## src/rtl/core/ctq_pkg.sv

```systemverilog
// Shared types and constants of the capacitance triple qualifier.
package ctq_pkg;

    localparam int unsigned SAMPLE_W = 24;
    localparam int unsigned SUM_W    = 26;
    localparam int unsigned LIM_W    = 31;
    localparam int unsigned STEPS_W  = 21;
    localparam int unsigned STAGES   = 6;

    // Register indexes of the configuration port
    localparam logic [1:0] REG_BALANCE_PCT = 2'd0;
    localparam logic [1:0] REG_RETRY_LIMIT = 2'd1;
    localparam logic [1:0] REG_MAX_STEPS   = 2'd2;

    localparam logic [6:0]  BALANCE_PCT_RST = 7'd25;
    localparam logic [3:0]  RETRY_LIMIT_RST = 4'd5;
    localparam logic [15:0] MAX_STEPS_RST   = 16'd65535;

    localparam logic [6:0]  PCT_SCALE   = 7'd100;
    localparam logic [15:0] LINEAR_END  = 16'd1000;
    localparam logic [15:0] LOG_GAIN    = 16'd1000;

    // Reciprocal multipliers: floor(x / k) = (x * MUL) >> SHIFT over the used range
    localparam logic [25:0] DIV3_MUL     = 26'd44739243;
    localparam int unsigned DIV3_SHIFT   = 27;
    localparam logic [23:0] DIV10_MUL    = 24'd13421773;
    localparam int unsigned DIV10_SHIFT  = 27;
    localparam logic [16:0] DIV1000_MUL  = 17'd67109;
    localparam int unsigned DIV1000_SHIFT = 26;

    typedef enum logic [1:0] {
        OUT_RETRY    = 2'd0,
        OUT_BALANCED = 2'd1,
        OUT_FALLBACK = 2'd2
    } outcome_t;

    // Per-stage enables; load marks an enable that takes a real item
    typedef struct packed {
        logic [STAGES-1:0] en;
        logic [STAGES-1:0] load;
    } pipe_ctrl_t;

    typedef struct packed {
        outcome_t              outcome;
        logic [SAMPLE_W-1:0]   cap;
    } cand_t;

endpackage

```

## src/rtl/core/ctq_compress.sv

```systemverilog
// Step scaling, log compression and saturation (pipeline stages four to six).
module ctq_compress (
    input  logic                       aclk,
    input  ctq_pkg::pipe_ctrl_t        ctrl,
    input  ctq_pkg::cand_t             cand,
    input  logic [15:0]                max_steps,
    output ctq_pkg::outcome_t          outcome,
    output logic [23:0]                cap_value,
    output logic [15:0]                step_value
);
    import ctq_pkg::*;

    localparam int unsigned D_W = 7;

    cand_t               c4_reg, c5_reg, c6_reg;
    logic [STEPS_W-1:0]  s4_reg, s5_reg;
    logic [D_W-1:0]      d_reg;
    logic                lin_reg, inrange_reg;
    logic [15:0]         step_reg;

    logic [2*SAMPLE_W-1:0] s_prod;
    logic [32:0]           d_prod;
    logic [STEPS_W-1:0]    y;

    // 1000 + 1000 * floor(log2(d)) for d in 1..65
    function automatic logic [15:0] log_step(input logic [D_W-1:0] d);
        logic [15:0] r;
        if (d[6])      r = LINEAR_END + 16'd6 * LOG_GAIN;
        else if (d[5]) r = LINEAR_END + 16'd5 * LOG_GAIN;
        else if (d[4]) r = LINEAR_END + 16'd4 * LOG_GAIN;
        else if (d[3]) r = LINEAR_END + 16'd3 * LOG_GAIN;
        else if (d[2]) r = LINEAR_END + 16'd2 * LOG_GAIN;
        else if (d[1]) r = LINEAR_END + LOG_GAIN;
        else           r = LINEAR_END;
        return r;
    endfunction

    // stage 4: steps = cap / 10
    assign s_prod = (2*SAMPLE_W)'(cand.cap) * (2*SAMPLE_W)'(DIV10_MUL);

    always_ff @(posedge aclk) begin
        if (ctrl.en[3]) begin
            c4_reg <= cand;
            s4_reg <= s_prod[DIV10_SHIFT +: STEPS_W];
        end
    end

    // stage 5: decade index, only used when steps fit 16 bits
    assign d_prod = 33'(s4_reg[15:0]) * 33'(DIV1000_MUL);

    always_ff @(posedge aclk) begin
        if (ctrl.en[4]) begin
            c5_reg      <= c4_reg;
            s5_reg      <= s4_reg;
            d_reg       <= d_prod[DIV1000_SHIFT +: D_W];
            lin_reg     <= s4_reg <= STEPS_W'(LINEAR_END);
            inrange_reg <= s4_reg <= STEPS_W'(max_steps);
        end
    end

    // stage 6: compress and saturate
    assign y = (!lin_reg && inrange_reg) ? STEPS_W'(log_step(d_reg)) : s5_reg;

    always_ff @(posedge aclk) begin
        if (ctrl.en[5]) begin
            c6_reg   <= c5_reg;
            step_reg <= (y > STEPS_W'(max_steps)) ? max_steps : y[15:0];
        end
    end

    assign outcome    = c6_reg.outcome;
    assign cap_value  = c6_reg.cap;
    assign step_value = step_reg;

endmodule

```

## config.mk

```make
export PLATFORM = sky130hd
export DESIGN_NAME = ctq_compress
export DESIGN_NICKNAME = d
export VERILOG_FILES = /design/src/rtl/core/ctq_pkg.sv /design/src/rtl/core/ctq_compress.sv
export SDC_FILE = /design/constraint.sdc
export NUM_CORES = 1
export LEC_CHECK = 0
export CORE_UTILIZATION = 45
export DETAILED_ROUTE_END_ITERATION = 8
export DONT_BUFFER_PORTS = 1
export GPL_TIMING_DRIVEN = 0
export HOLD_SLACK_MARGIN = 0.05
export PLACE_DENSITY = 0.63
export REMOVE_ABC_BUFFERS = 1
export SYNTH_ARGS = -nofsm -noshare
export SYNTH_HDL_FRONTEND = slang
export SYNTH_SLANG_ARGS = --single-unit
```

## constraint.sdc

```tcl
create_clock -name aclk -period 8.4 [get_ports aclk]
set_input_delay 1.68 -clock aclk [delete_from_list [all_inputs] [get_ports aclk]]
set_output_delay 1.68 -clock aclk [all_outputs]
set_load 0.005 [all_outputs]
```

==> results.txt <==
The relative slew slack came out at 0.445. The number of cells produced by synthesis is 1715. Placeable core area: 42000 sq um. Counting stages on the worst path, the most repeated cell is sky130_fd_sc_hd__fa_1.

Summed over all failing endpoints, the final setup total negative slack is 0 ns. The total congestion overflow is 0, and the number of max-slew violations in the final report is 0. The share of layout cells above drive strength 1 came out at 0.0323. The worst endpoint required time came out at 8.58 ns. The floorplan step set the die height to 209 microns.

Initial antenna violation count: 0. The post-synthesis sequential element count is 144, and the portion of synthesized cell area occupied by the leading cell type is 0.283. The count of distinct cell types in the synthesized netlist was 59. Yosys attributes the largest share of cell area to sky130_fd_sc_hd__ha_1, sky130_fd_sc_hd__fa_1, sky130_fd_sc_hd__edfxtp_1, sky130_fd_sc_hd__inv_1, sky130_fd_sc_hd__a21oi_1.

Overall die width: 209 microns. The total of endpoints with negative setup slack in the final report is 0, and the clock latency at the later pin of the worst-skew pair is 0.43 ns. The run finished with clean final reports.

In the routed layout, each cell is associated on average with a via count of 5.21. The run gives 0 as the number of warning messages in the yosys log. The floorplan step defined a die boundary enclosing 43500 sq um. After clock tree synthesis, the flow added hold-fix buffers numbering 0. The H-tree generated during clock tree synthesis spans 4 levels.

The post-cts gate resize count was 0; the final weighted congestion in routability-driven placement was 0.898. The most used flip-flop cell after synthesis is sky130_fd_sc_hd__edfxtp_1. The tools report the I/O pin total as 97.

In the final routed layout, each cell accounts on average for 18.4 microns. Setup repair after global routing left no endpoint under its margin. For this block, the routed nets add up to 41800 microns of wire. The category of cells accounting for the largest share of critical-path delay is adder cells. The final critical-path share of the clock period is 0.930.

After floorplanning, the core was divided into 75 placement rows. The logs give 2457 for the net count of the finished layout and 7.98 ns for the critical path arrival. The average cell area after synthesis was 11.2 sq um; the largest net degree at the start of global routing was 56. Once the clock tree was built, the setup fixing pass inserted 0 buffers. The number of clock buffers added by TritonCTS is 17. The worst setup path is captured at a register. The longest clock path from root to sink contains 2 buffers. The run gives 0 as the count of antenna-violating nets left after detailed routing. The routed design could run at a clock period as short as 7.81 ns. The filler cells instantiated in the layout total 3804. The async set or reset register ratio after synthesis is 0. In the routed design, unresolved DRC markers number 0. The maximum clock rate is 128 MHz. The worst stage delay on the critical path was 0.55 ns; the share of the yosys chip area belonging to registers was 0.225. The first detailed-routing pass ran for 5 iterations.

The critical path's slowest cell was sky130_fd_sc_hd__fa_1. The count of buffering cells on the critical path with inverters included was 2; the total standard cell area after synthesis was 19200 sq um. Relative to the synthesized area, the layout overhead comes to 6.13%.

The signal on the critical path passes through ha_1 -> xor2_1 -> ha_1 -> fa_1 -> fa_1 -> fa_1 -> fa_1 -> inv_1 -> fa_1 -> inv_1 -> ha_1 -> a21oi_1 -> o21ai_0 -> a211oi_1 -> o21ai_0 -> a41oi_1 -> o21ai_0 -> a31oi_1 -> xnor2_1. The number of antenna diodes in the final layout is 0. The tree is rooted in a sky130_fd_sc_hd__clkbuf_16. The logs give 13000 for the via count of the first global-routing pass and 0.00958 ns for the clock tree skew after final layout. The detailed placer's ending HPWL is 34500 microns. TritonCTS built the clock tree. For this design, the sink count on the clock tree is 144.

After the first detailed-routing iteration, the DRC count stood at 573. The finished layout holds 2272 standard cells, fillers aside. The critical-path maximum fanout came out at 12. Path category of the worst min-delay check: register to register. The final count of hold timing violations was 0. Across the run, the number of max-cap violations was 0.

Detailed routing inserted a total of 11800 vias. The tools report the global-route usage over all layers as 0.207. Summed over all instances, the cell type with the most area after synthesis is sky130_fd_sc_hd__ha_1. In this run, synthesis inferred 144 flip-flops with an integrated enable.

The transition time of the tightest slew-check pin works out to 0.832 ns. The tools report the count of placed standard cells including taps as 2240. Port buffering added 0 buffers. The worst setup path is of the primary input to register kind. The first-pass GRT wire length was 68600 microns. STA classifies the critical path startpoint as a primary input.

After clock tree synthesis, the clock-pin slew on the worst setup and hold paths is 0.07 ns. The initial cell density of the core is 0.457.
synth_stat cells, types with 5 or more instances:
| cell | count |
|---|---|
| sky130_fd_sc_hd__a211oi_1 | 9 |
| sky130_fd_sc_hd__a21o_1 | 37 |
| sky130_fd_sc_hd__a21oi_1 | 60 |
| sky130_fd_sc_hd__a31oi_1 | 5 |
| sky130_fd_sc_hd__and2_1 | 11 |
| sky130_fd_sc_hd__clkbuf_1 | 13 |
| sky130_fd_sc_hd__edfxtp_1 | 144 |
| sky130_fd_sc_hd__fa_1 | 247 |
| sky130_fd_sc_hd__ha_1 | 435 |
| sky130_fd_sc_hd__inv_1 | 433 |
| sky130_fd_sc_hd__mux2_2 | 15 |
| sky130_fd_sc_hd__nand2_1 | 49 |
| sky130_fd_sc_hd__nand2b_1 | 5 |
| sky130_fd_sc_hd__nand3_1 | 16 |
| sky130_fd_sc_hd__nand4_1 | 19 |
| sky130_fd_sc_hd__nor2_1 | 24 |
| sky130_fd_sc_hd__nor2b_1 | 9 |
| sky130_fd_sc_hd__nor3_1 | 19 |
| sky130_fd_sc_hd__o211ai_1 | 8 |
| sky130_fd_sc_hd__o21a_1 | 9 |
| sky130_fd_sc_hd__o21ai_0 | 36 |
| sky130_fd_sc_hd__o21bai_1 | 7 |
| sky130_fd_sc_hd__xnor2_1 | 21 |
| sky130_fd_sc_hd__xor2_1 | 29 |
layer usage:
layer / track usage / wire [microns] / vias to the layer above
li1: - / - / 5687
met1: 0.272 / 18800 / 5873
met2: 0.354 / 20500 / 231
met3: 0.0278 / 1640 / 50
met4: 0.0624 / 884 / 0
met5: 0 / 0 / -
final timing paths:
| kind | from | to | slack [ns] | depth (start not counted) |
|---|---|---|---|---|
| setup / recovery | cand[1] | s4_reg[15]$_DFFE_PP_ | 0.59 | 19 |
| hold / removal | c5_reg[3]$_DFFE_PP_ | cap_value[3]$_DFFE_PP_ | 0.42 | 0 |
| hold reg to reg | c5_reg[3]$_DFFE_PP_ | cap_value[3]$_DFFE_PP_ | 0.42 | 0 |
| setup reg to reg | s4_reg[15]$_DFFE_PP_ | d_reg[5]$_DFFE_PP_ | 3.13 | 16 |
cells in the final DEF, fill, tap and decap left out, types with 21 or more instances in the layout:
master	instances
sky130_fd_sc_hd__nand2_1	49
sky130_fd_sc_hd__a21o_1	37
sky130_fd_sc_hd__inv_1	433
sky130_fd_sc_hd__nor2_1	24
sky130_fd_sc_hd__fa_1	247
sky130_fd_sc_hd__ha_1	435
sky130_fd_sc_hd__a21oi_1	60
sky130_fd_sc_hd__o21ai_0	36
sky130_fd_sc_hd__xnor2_1	21
sky130_fd_sc_hd__xor2_1	29
sky130_fd_sc_hd__edfxtp_1	144
logic make-up (layout without fill, tap and decap cells):
group	count (synthesis)	count (layout)	share of synthesized area
flops	144	144	0.225
mux	16	16	0.00931
compound gates	202	202	0.0680
xor+xnor	50	50	0.0228
buf+inv	447	465	0.0874
fa+ha+maj	682	682	0.541
simple gates	174	174	0.0468
stage by stage:
step | cell area, sq um | utilization | hold slack (ns) | worst slack (ns)
finish | 20400 | 0.485 | 0.417 | 0.592
global placement | 19800 | 0.472 | 0.401 | 0.143
detailed placement | 19800 | 0.472 | 0.405 | 0.134
global route | 20400 | 0.485 | 0.423 | 0.309
CTS | 20400 | 0.485 | 0.419 | 0.578
floorplan | 19200 | - | 0.400 | 1.08
final cells by class:
cell class | count | area, sq um | area share
flip-flops and latches | 144 | 4320 | 0.212
inverters | 433 | 1630 | 0.0797
clock inverters | 14 | 124 | 0.00607
well taps | 539 | 674 | 0.0331
clock buffers | 18 | 429 | 0.0210
multi-input cells | 1124 | 13200 | 0.648
Power is not shown: default switching activity piles up to over one toggle a cycle in this logic, so the estimate is an artifact.
